[src/design/bss_pkg.sv]
package bss_pkg;

  localparam int MAX_COUNT   = 64;
  localparam int CNT_W       = $clog2(MAX_COUNT + 1);
  localparam int SUM_W       = 8 + $clog2(MAX_COUNT);
  localparam int STEP_W      = $clog2(SUM_W + 1);
  localparam int COUNT_OUT_W = 7;
  localparam int QDEPTH      = 4;
  localparam int QPTR_W      = $clog2(QDEPTH);

  typedef struct packed {
    logic [7:0] sample;
    logic       last;
  } in_t;

  typedef struct packed {
    logic [7:0]             median;
    logic [7:0]             mean;
    logic [7:0]             maximum;
    logic [7:0]             minimum;
    logic [COUNT_OUT_W-1:0] count;
    logic                   overflow;
  } out_t;

  // One classified transaction as it travels from front to back.
  typedef struct packed {
    logic [7:0] sample;
    logic       last;
    logic       drop;
  } entry_t;

  // Queue status seen by the back end.
  typedef struct packed {
    logic   empty;
    entry_t head;
  } q_stat_t;

endpackage

[src/design/bss_front.sv]
module bss_front
  import bss_pkg::*;
(
  input  logic   clk_i,
  input  logic   rst_ni,
  input  logic   start_i,
  input  in_t    in_i,
  input  logic   full_i,
  output logic   push_o,
  output entry_t entry_o
);

  logic [CNT_W-1:0] cnt_q, cnt_d;
  logic             drop;

  // The store fills in arrival order, so the front can tell which bytes fit.
  assign drop   = (cnt_q == CNT_W'(MAX_COUNT));
  assign push_o = start_i && !full_i;

  assign entry_o.sample = in_i.sample;
  assign entry_o.last   = in_i.last;
  assign entry_o.drop   = drop;

  always_comb begin
    cnt_d = cnt_q;
    if (push_o) begin
      if (in_i.last) begin
        cnt_d = '0;
      end else if (!drop) begin
        cnt_d = cnt_q + CNT_W'(1);
      end
    end
  end

  always_ff @(posedge clk_i or negedge rst_ni) begin
    if (!rst_ni) begin
      cnt_q <= '0;
    end else begin
      cnt_q <= cnt_d;
    end
  end

endmodule

[src/design/bss_fifo.sv]
module bss_fifo
  import bss_pkg::*;
(
  input  logic    clk_i,
  input  logic    rst_ni,
  input  logic    push_i,
  input  entry_t  entry_i,
  input  logic    pop_i,
  output logic    full_o,
  output q_stat_t stat_o
);

  entry_t            mem_q [QDEPTH];
  logic [QPTR_W-1:0] wr_q, rd_q;
  logic [QPTR_W:0]   fill_q;

  assign full_o       = (fill_q == (QPTR_W + 1)'(QDEPTH));
  assign stat_o.empty = (fill_q == '0);
  assign stat_o.head  = mem_q[rd_q];

  always_ff @(posedge clk_i) begin
    if (push_i) begin
      mem_q[wr_q] <= entry_i;
    end
  end

  always_ff @(posedge clk_i or negedge rst_ni) begin
    if (!rst_ni) begin
      wr_q   <= '0;
      rd_q   <= '0;
      fill_q <= '0;
    end else begin
      if (push_i) begin
        wr_q <= wr_q + QPTR_W'(1);
      end
      if (pop_i) begin
        rd_q <= rd_q + QPTR_W'(1);
      end
      case ({push_i, pop_i})
        2'b10:   fill_q <= fill_q + (QPTR_W + 1)'(1);
        2'b01:   fill_q <= fill_q - (QPTR_W + 1)'(1);
        default: fill_q <= fill_q;
      endcase
    end
  end

endmodule

[src/design/bss_div.sv]
module bss_div
  import bss_pkg::*;
(
  input  logic             clk_i,
  input  logic             rst_ni,
  input  logic             start_i,
  input  logic [SUM_W-1:0] dividend_i,
  input  logic [CNT_W-1:0] divisor_i,
  output logic             busy_o,
  output logic [7:0]       quot_o
);

  logic [CNT_W-1:0]  rem_q, rem_d;
  logic [SUM_W-1:0]  quo_q, quo_d;
  logic [CNT_W-1:0]  dvs_q;
  logic [STEP_W-1:0] step_q;
  logic              busy_q;
  logic [CNT_W:0]    trial;
  logic              ge;

  // Restoring division, one quotient bit per cycle, MSB first.
  assign trial = {rem_q, quo_q[SUM_W-1]};
  assign ge    = (trial >= {1'b0, dvs_q});
  assign rem_d = ge ? CNT_W'(trial - {1'b0, dvs_q}) : trial[CNT_W-1:0];
  assign quo_d = {quo_q[SUM_W-2:0], ge};

  assign busy_o = busy_q;
  assign quot_o = quo_q[7:0];

  always_ff @(posedge clk_i) begin
    if (start_i) begin
      rem_q <= '0;
      quo_q <= dividend_i;
      dvs_q <= divisor_i;
    end else if (busy_q) begin
      rem_q <= rem_d;
      quo_q <= quo_d;
    end
  end

  always_ff @(posedge clk_i or negedge rst_ni) begin
    if (!rst_ni) begin
      busy_q <= 1'b0;
      step_q <= '0;
    end else if (start_i) begin
      busy_q <= 1'b1;
      step_q <= STEP_W'(SUM_W);
    end else if (busy_q) begin
      step_q <= step_q - STEP_W'(1);
      if (step_q == STEP_W'(1)) begin
        busy_q <= 1'b0;
      end
    end
  end

endmodule

[src/design/bss_back.sv]
module bss_back
  import bss_pkg::*;
(
  input  logic    clk_i,
  input  logic    rst_ni,
  input  q_stat_t stat_i,
  output logic    pop_o,
  output logic    done_o,
  output out_t    res_o
);

  localparam logic [1:0] ST_RUN   = 2'd0;
  localparam logic [1:0] ST_SETUP = 2'd1;
  localparam logic [1:0] ST_WAIT  = 2'd2;

  logic [1:0]       state_q;
  logic [7:0]       cell_q [MAX_COUNT];
  logic [7:0]       cell_d [MAX_COUNT];
  logic [MAX_COUNT-1:0] gt;
  logic [CNT_W-1:0] cnt_q, sh_q, half, sh_init;
  logic [SUM_W-1:0] sum_q;
  logic [7:0]       max_q, min_q, v, med, mean;
  logic             drop_q, ins, div_start, div_busy, finish;
  out_t             res_q;
  logic             done_q;

  assign v     = stat_i.head.sample;
  assign pop_o = (state_q == ST_RUN) && !stat_i.empty;
  assign ins   = pop_o && !stat_i.head.drop;

  // Ascending row of cells; each cell looks only at itself and its two neighbors.
  always_comb begin
    for (int i = 0; i < MAX_COUNT; i++) begin
      gt[i] = (CNT_W'(i) < cnt_q) && (cell_q[i] > v);
    end
    for (int i = 0; i < MAX_COUNT; i++) begin
      cell_d[i] = cell_q[i];
      if (ins && (gt[i] || CNT_W'(i) == cnt_q)) begin
        if (i > 0 && gt[(i > 0) ? i - 1 : 0]) begin
          cell_d[i] = cell_q[(i > 0) ? i - 1 : 0];
        end else begin
          cell_d[i] = v;
        end
      end else if (state_q == ST_WAIT && sh_q != '0 && i < MAX_COUNT - 1) begin
        // drain toward cell 0 until the middle pair sits at the bottom
        cell_d[i] = cell_q[(i < MAX_COUNT - 1) ? i + 1 : i];
      end
    end
  end

  always_ff @(posedge clk_i) begin
    for (int i = 0; i < MAX_COUNT; i++) begin
      cell_q[i] <= cell_d[i];
    end
  end

  assign half      = cnt_q >> 1;
  assign sh_init   = cnt_q[0] ? half : half - CNT_W'(1);
  assign div_start = (state_q == ST_SETUP);
  assign finish    = (state_q == ST_WAIT) && (sh_q == '0) && !div_busy;
  assign med       = cnt_q[0] ? cell_q[0]
                              : 8'((9'(cell_q[0]) + 9'(cell_q[1])) >> 1);

  bss_div u_div (
    .clk_i     (clk_i),
    .rst_ni    (rst_ni),
    .start_i   (div_start),
    .dividend_i(sum_q),
    .divisor_i (cnt_q),
    .busy_o    (div_busy),
    .quot_o    (mean)
  );

  always_ff @(posedge clk_i or negedge rst_ni) begin
    if (!rst_ni) begin
      state_q <= ST_RUN;
      cnt_q   <= '0;
      sum_q   <= '0;
      drop_q  <= 1'b0;
      sh_q    <= '0;
      done_q  <= 1'b0;
    end else begin
      done_q <= finish;
      case (state_q)
        ST_RUN: begin
          if (pop_o) begin
            if (stat_i.head.drop) begin
              drop_q <= 1'b1;
            end else begin
              cnt_q <= cnt_q + CNT_W'(1);
              sum_q <= sum_q + SUM_W'(v);
            end
            if (stat_i.head.last) begin
              state_q <= ST_SETUP;
            end
          end
        end
        ST_SETUP: begin
          sh_q    <= sh_init;
          state_q <= ST_WAIT;
        end
        ST_WAIT: begin
          if (sh_q != '0) begin
            sh_q <= sh_q - CNT_W'(1);
          end
          if (finish) begin
            cnt_q   <= '0;
            sum_q   <= '0;
            drop_q  <= 1'b0;
            state_q <= ST_RUN;
          end
        end
        default: state_q <= ST_RUN;
      endcase
    end
  end

  // Running extremes and the result register carry no reset.
  always_ff @(posedge clk_i) begin
    if (ins) begin
      if (cnt_q == '0 || v > max_q) begin
        max_q <= v;
      end
      if (cnt_q == '0 || v < min_q) begin
        min_q <= v;
      end
    end
    if (finish) begin
      res_q.median   <= med;
      res_q.mean     <= mean;
      res_q.maximum  <= max_q;
      res_q.minimum  <= min_q;
      res_q.count    <= COUNT_OUT_W'(cnt_q);
      res_q.overflow <= drop_q;
    end
  end

  assign done_o = done_q;
  assign res_o  = res_q;

endmodule

[src/design/byte_set_statistics_top.sv]
// Byte set statistics. Send one unsigned byte per transaction on in_i with
// start high; the transaction is taken at a rising edge where busy is low,
// and in_i.last marks the final byte of a set. Bytes land in a 4-deep queue
// and are inserted into a sorted row of 64 cells at one byte per cycle, so a
// stream of non-final bytes runs at one per cycle while the back end is not
// finishing an earlier set. After the final byte the back end runs the
// bit-serial mean divider alongside the drain of the sorted row to its middle
// pair and then shows one result on res_o with done_o high for exactly one
// cycle; the receiver cannot stall it, so capture it on that cycle. Meanwhile
// busy rises only when the queue fills. Bytes beyond 64 in a set are dropped
// and reported through res_o.overflow; the store clears itself after each result.
module byte_set_statistics_top
  import bss_pkg::*;
(
  input  logic clk_i,
  input  logic rst_ni,
  input  logic start,
  input  in_t  in_i,
  output logic busy,
  output logic done_o,
  output out_t res_o
);

  logic    push, pop, full;
  entry_t  entry;
  q_stat_t q_stat;

  // Front: take the transaction and tag bytes that will not fit.
  bss_front u_front (
    .clk_i  (clk_i),
    .rst_ni (rst_ni),
    .start_i(start),
    .in_i   (in_i),
    .full_i (full),
    .push_o (push),
    .entry_o(entry)
  );

  // Queue: decouple acceptance from the sort and the final computation.
  bss_fifo u_fifo (
    .clk_i  (clk_i),
    .rst_ni (rst_ni),
    .push_i (push),
    .entry_i(entry),
    .pop_i  (pop),
    .full_o (full),
    .stat_o (q_stat)
  );

  // Back: insert, accumulate, and produce the set's statistics.
  bss_back u_back (
    .clk_i (clk_i),
    .rst_ni(rst_ni),
    .stat_i(q_stat),
    .pop_o (pop),
    .done_o(done_o),
    .res_o (res_o)
  );

  // Hold off new transactions only while the queue is full.
  assign busy = full;

endmodule

[config.mk]
export PLATFORM = sky130hd
export DESIGN_NAME = byte_set_statistics_top
export DESIGN_NICKNAME = d
export VERILOG_FILES = /design/src/design/bss_pkg.sv /design/src/design/bss_front.sv /design/src/design/bss_fifo.sv /design/src/design/bss_div.sv /design/src/design/bss_back.sv /design/src/design/byte_set_statistics_top.sv
export SDC_FILE = /design/constraint.sdc
export NUM_CORES = 2
export LEC_CHECK = 0
export ABC_AREA = 1
export ABC_CLOCK_PERIOD_IN_PS = 6780
export BUFFER_PORTS_ARGS = -buffer_cell sky130_fd_sc_hd__buf_2
export CAP_MARGIN = 20
export CORE_AREA = 5 5 458 347
export CTS_CLUSTER_DIAMETER = 30
export DETAILED_ROUTE_END_ITERATION = 10
export DIE_AREA = 0 0 463 352
export GPL_ROUTABILITY_DRIVEN = 0
export MAX_ROUTING_LAYER = met4
export PLACE_DENSITY_LB_ADDON = 0.12
export SYNTH_ARGS = -nofsm -noshare
export SYNTH_HDL_FRONTEND = slang
export SYNTH_SLANG_ARGS = --single-unit
export TNS_END_PERCENT = 10
[constraint.sdc]
create_clock -name clk_i -period 6.78 [get_ports clk_i]
set_clock_uncertainty 0.15 [all_clocks]
set_input_delay 0.678 -clock clk_i [delete_from_list [all_inputs] [get_ports clk_i]]
set_output_delay 0.678 -clock clk_i [all_outputs]
set_load 0.05 [all_outputs]
== Word-level counts from Yosys, hierarchy flattened ==
Memories as Yosys holds them, arrays and structs flattened.
Index checks and enable logic that the tools add are counted.
Word-level totals
  flip-flop bits (word level): 135
  memory bits (writable): 552
  input port bits: 12
  output and inout port bits: 42
  word-level logic and storage cells: 688
  memories kept: 2
Cells by class
  $add $sub $neg: 12
  $lt $le $gt $ge: 131
  equality and inequality tests: 77
  mux-type cells: 223
  reductions and logical operators: 220
Memory list
  u_back.cell_q: words 64, bits a word 8, read ports 64, clocked after memory_dff 0, wr ports 64, RTL line bss_back.sv:17  | logic [7:0] cell_q [MAX_COUNT];
  u_fifo.mem_q: words 4, bits a word 10, read ports 1, clocked after memory_dff 0, wr ports 1, RTL line bss_fifo.sv:13  | entry_t mem_q [QDEPTH];
Operator list (number)
  $mux W8: 191
  $gt A8 B8 Y1: 65
  $eq A6 B7 Y1 const A: 32
  $lt A6 B7 Y1 const A: 32
  $logic_and A1 B1 Y1: 134
  $eq A5 B7 Y1 const A: 16
  $lt A5 B7 Y1 const A: 16
  $mux W14: 5
  $logic_or A1 B1 Y1: 66
  $eq A4 B7 Y1 const A: 8
  $lt A4 B7 Y1 const A: 8
  $mux W7: 8
  $eq A3 B7 Y1 const A: 4
  $lt A3 B7 Y1 const A: 4
  $pmux W14 S2: 1
  $pmux W7 S2: 2
  $add A14 B8 Y14: 1
  $add A7 B1 Y7 const B: 2
  $eq A2 B7 Y1 const A: 2
  $logic_not A7 Y1: 2
  $lt A1 B7 Y1 const A: 2
  $lt A2 B7 Y1 const A: 2
  $add A8 B8 Y9: 1
  $ge A8 B7 Y1: 1
  other kinds (30): 58

== Longest topological paths before layout ==
  depth after elaboration: 6
  depth in mapped cells: 20
  gate-level depth less buffers: 17

== By module ==
From an unflattened synthesis, not the netlist that was laid out.
Unflattened totals
  cells, all modules: 7146
  area, all modules: 52758.1 µm²
Modules (own cells, without submodules)
  bss_back: instances 1, cells each 6684, area an instance 48312.6 µm²
  bss_fifo: instances 1, cells each 166, area an instance 2047.0 µm²
  bss_div: instances 1, cells each 216, area an instance 1853.0 µm²
  bss_front: instances 1, cells each 80, area an instance 545.5 µm²

== Least setup slack after synthesis ==
No wires, ideal clock.
  kind: register to register
  from: reg, netlist name u_fifo.rd_q[1]
  to: mem u_back.cell_q[55][0], in the netlist u_back.cell_q[13][24], enable pin
  arrival time: 4.224 ns
  required time: 6.328 ns
  path slack: 2.104 ns
  stages on the path, launching flop included: 17
  path buffers: 4
  path through: dfrtp_1 -> inv_2 -> clkbuf_1 -> a32oi_1 -> buf_2 -> buf_2 -> inv_1 -> ha_1 -> a21oi_1 -> o21ai_0 -> nand2_1 -> nand3_1 -> nand2_1 -> clkbuf_1 -> nand2_1 -> nand2_1 -> nand2_1
RTL lines (RTL line)
  to (decl): bss_back.sv:17

==> impl_results.md <==
- Number of synthesized flops with an enable pin: 629
- Worst slew pin tran: about 1.1 ns
- CTS tree: yes
- Peak Freq: around 0.19 GHz
- Top-area cell type share of the netlist area: 0.3750
- Nets: between 7000 and 8000
- Post-synth cell types: between 50 and 60
- Post-Synthesis Cells: roughly 6500
- CTS sink count: 687
- Post-synthesis compound-gate area fraction: 0.09457
- Largest fanout on the critical path: 62
- R2r setup slk: roughly 1.4 ns
- Share of the yosys chip area belonging to registers: 0.4031
- Most used DFF post-synth: edfxtp_1
- Initial antenna violation count: 7
- Most used routing layer: met1
- CP startpoint kind: flop
- CP endpoint kind: flop
- First-pass GRT wire length: 283.2 mm
- Total grt overflow: 0
- Relative slew margins: 0.2349
- Vias in the first global route: roughly 43000
- Post-DP HPWL: 130.9 mm
- Peak VDD IR: between 0.0005 and 0.0006 V
- Synth Warn #: 0
- Max cap viols: 0
- Avg Vias per Cell: 5.170
- Num ports: 54
- DR iter-0 viols: 4614
- FF+latch count, synth: 687
- GR Layer Usage met2: 0.3239
- Mapped Area: about 50000 um2
- CORE AREA: about 150000 um2
- Hold Violations, Final: 0
- Dpl cell area: around 53000 um2
- Wire length per cell: 21.58 um
- H-Tree Level Count: 4
- Final setup violation count: 0
- Starting Density: 0.3273
- Fin Setup TNS: 0 ns
- Cell area after layout: 59240 um2
- Outcome: finished clean
- Routed vias: roughly 46000
- Period utilization: 0.7936
- Total GRT Usage: 0.2343
- Adder-cell share of the synthesized area: 0.1427
- PwrDens: ~630 nW/um2
- RR Startpoint: u_fifo.rd_q[0]
- CTS buffer count: 174
- Largest net degree at the start of global routing: around 70
- Die ar.: 163000 um2
- Post-synth ARST share: 0.07424
- Post-Syn Area per Cell: about 7.8 um2
- Root cell of the clock tree: clkbuf_16
- Critical Path End: u_back.cell_q[8][29]
- Resize count post-CTS: 0
- Req. time, crit path: 7.09 ns
- CTS clk-pin slew, worst paths: about 0.050 ns
- Worst R2R End: u_back.cell_q[8][29]
- CP arrival: between 5 and 6 ns
- Count leader, synth: nand2_1
- Max-slew violation count: 0
- Final Routed Wirelength: approximately 190 mm
- DRT antenna net count: 0
- Chip width: 463 um
- Worst skew pair latency: around 0.8 ns
- Worst Hold Class: primary input to flop
- Fin crit period: about 5.4 ns
- Met3 Usage GRT: 0.03763
- Commonest cells in the netlist: nand2_1, edfxtp_1, ha_1
- CTS Buffer Depth: 3
- Largest family of logic cells by synthesized area: simple AND/OR/NAND/NOR gates
- Mux contribution to synthesized area: 0
- Cell row count: approximately 130
- Synth area leader: edfxtp_1
- Dominant cells by area after synthesis: edfxtp_1, nand2_1, ha_1
- I/O Buffers: 53
- Crit path launch: u_fifo.rd_q[0]
- DRC viols: 0
- Crit path kind: flop to flop
- Leakage: approximately 28 nW
- Ant. Diodes: 0
- Die H: about 350 um
- Fraction of layout cells with a size suffix above 1: 0.09631
- GRT met1 Usage: 0.3561
- Hold path depth: 1
- Synth Area in Simple Gates: 0.3091
- Layout area overhead: 17.60%
- FF-to-FF path depth: 13
- Synth Net Count: around 7000
- Setup Buffers After CTS: 0
- Pre-antenna DRT Iters: 6
- XOR/XNOR Fraction of Synth Area: 0.003304
- RSZ-0062 raised after global routing: no
-- metrics by stage --
stage | hold WS (ns) | setup WS, ns | total power [mW] | util | std cells
after global placement | 0.2843 | 1.604 | 28.18 | 0.3458 | 8473
after CTS | 0.05246 | 1.394 | 37.06 | 0.3848 | 8800
final | 0.1244 | 1.399 | 37.11 | 0.3849 | 8802
after detailed placement | 0.2840 | 1.434 | 28.44 | 0.3458 | 8473
after global routing | 0.08261 | 1.025 | 40.26 | 0.3849 | 8802
after floorplan | 0.2324 | 2.104 | 21.17 | - | 6460
-- worst max-delay path, cell delays in order, from the launching register on --
cell	delay (ns)
dfrtp_1	0.63
inv_1	0.62
nand2_1	0.11
nand3_1	0.10
nand2_1	0.40
inv_6	0.75
buf_4	0.40
ha_1	0.28
nand2_1	0.06
nor2_1	0.05
a21oi_2	0.27
nand2_1	0.29
a21oi_2	0.58
or2_2	0.35
-- where the power goes --
part,internal (mW),switching (mW)
sequential,7.29,1.75
combinational,5.91,13.7
clock,5.72,2.70
total,18.9,18.2
-- cells in the final DEF, fill, tap and decap left out, types with 19 or more instances in the layout --
| cell | netlist | final |
|---|---|---|
| a21oi_4 | 43 | 43 |
| clkinv_1 | 1 | 26 |
| a21oi_1 | 263 | 262 |
| edfxtp_1 | 629 | 629 |
| buf_4 | 14 | 45 |
| o21ai_0 | 349 | 349 |
| nor3_1 | 43 | 41 |
| o21ai_1 | 33 | 33 |
| inv_2 | 62 | 61 |
| clkinv_2 | 0 | 30 |
| clkbuf_16 | 0 | 180 |
| nand4_1 | 40 | 40 |
| ha_1 | 568 | 568 |
| nand2_2 | 68 | 68 |
| buf_2 | 70 | 53 |
| a21oi_2 | 18 | 19 |
| nand3_1 | 492 | 492 |
| inv_1 | 387 | 379 |
| nand2_1 | 2901 | 2900 |
| bufinv_16 | 0 | 24 |
| dfrtp_1 | 51 | 51 |
| nor2_1 | 215 | 213 |
-- kinds of logic (layout without fill, tap and decap cells) --
kind of cell    Yosys count  count (layout)
buf+inv                 580             890
simple gates           3819            3819
xor+xnor                 19              19
compound gates          783             783
fa+ha+maj               572             572
flops                   687             687
-- repair_timing --
item,4_1_cts,5_1_grt
hold endpoints to repair,83,0
endpoints found under the setup margin,0,0
hold buffers,9,0
-- registers in the layout, summed over array words and instances (netlist names) --
signal	count
u_back.cell_q	512
u_back.u_div.rem_q	7
u_back.sh_q	7
u_fifo.wr_q	2
u_front.cnt_q	7
u_back.max_q	8
u_back.u_div.busy_o	1
u_back.sum_q	14
u_back.done_o	1
u_fifo.mem_q	40
u_back.drop_q	1
u_fifo.rd_q	2
u_back.min_q	8
u_back.u_div.quo_q	14
u_back.cnt_q	7
u_back.u_div.dvs_q	7
u_back.u_div.step_q	4
u_fifo.fill_q	3
u_back.state_q	2
u_back.res_o	40
-- layer usage --
layer	vias up	share of wire	routed length (um)
li1	22120	-	-
met1	21570	0.51	96700
met2	1578	0.40	76220
met3	244	0.073	13830
met4	0	0.017	3221
met5	-	0	0
-- cell type report --
cell class,instances,area (um2)
Clock buffer,200,4599
Clock inverter,118,1306
Fill cell,15980,94660
Inverter,453,1733
Multi-Input combinational cell,5193,27840
Sequential cell,687,20300
Tap cell,2032,2542
Timing Repair Buffer,119,912.1
-- worst min path at each step --
stage	from	to	slack [ns]
2_1_floorplan	rst_ni	u_back.cnt_q[0]	0.23
3_3_place_gp	u_back.min_q[5]	u_back.res_o[13]	0.28
3_5_place_dp	u_back.min_q[5]	u_back.res_o[13]	0.28
4_1_cts	in_i[0]	u_fifo.mem_q[2][1]	0.05
5_1_grt	in_i[0]	u_fifo.mem_q[2][1]	0.08
6_report	in_i[0]	u_fifo.mem_q[2][1]	0.12
Power figures use the tool's default switching activity.
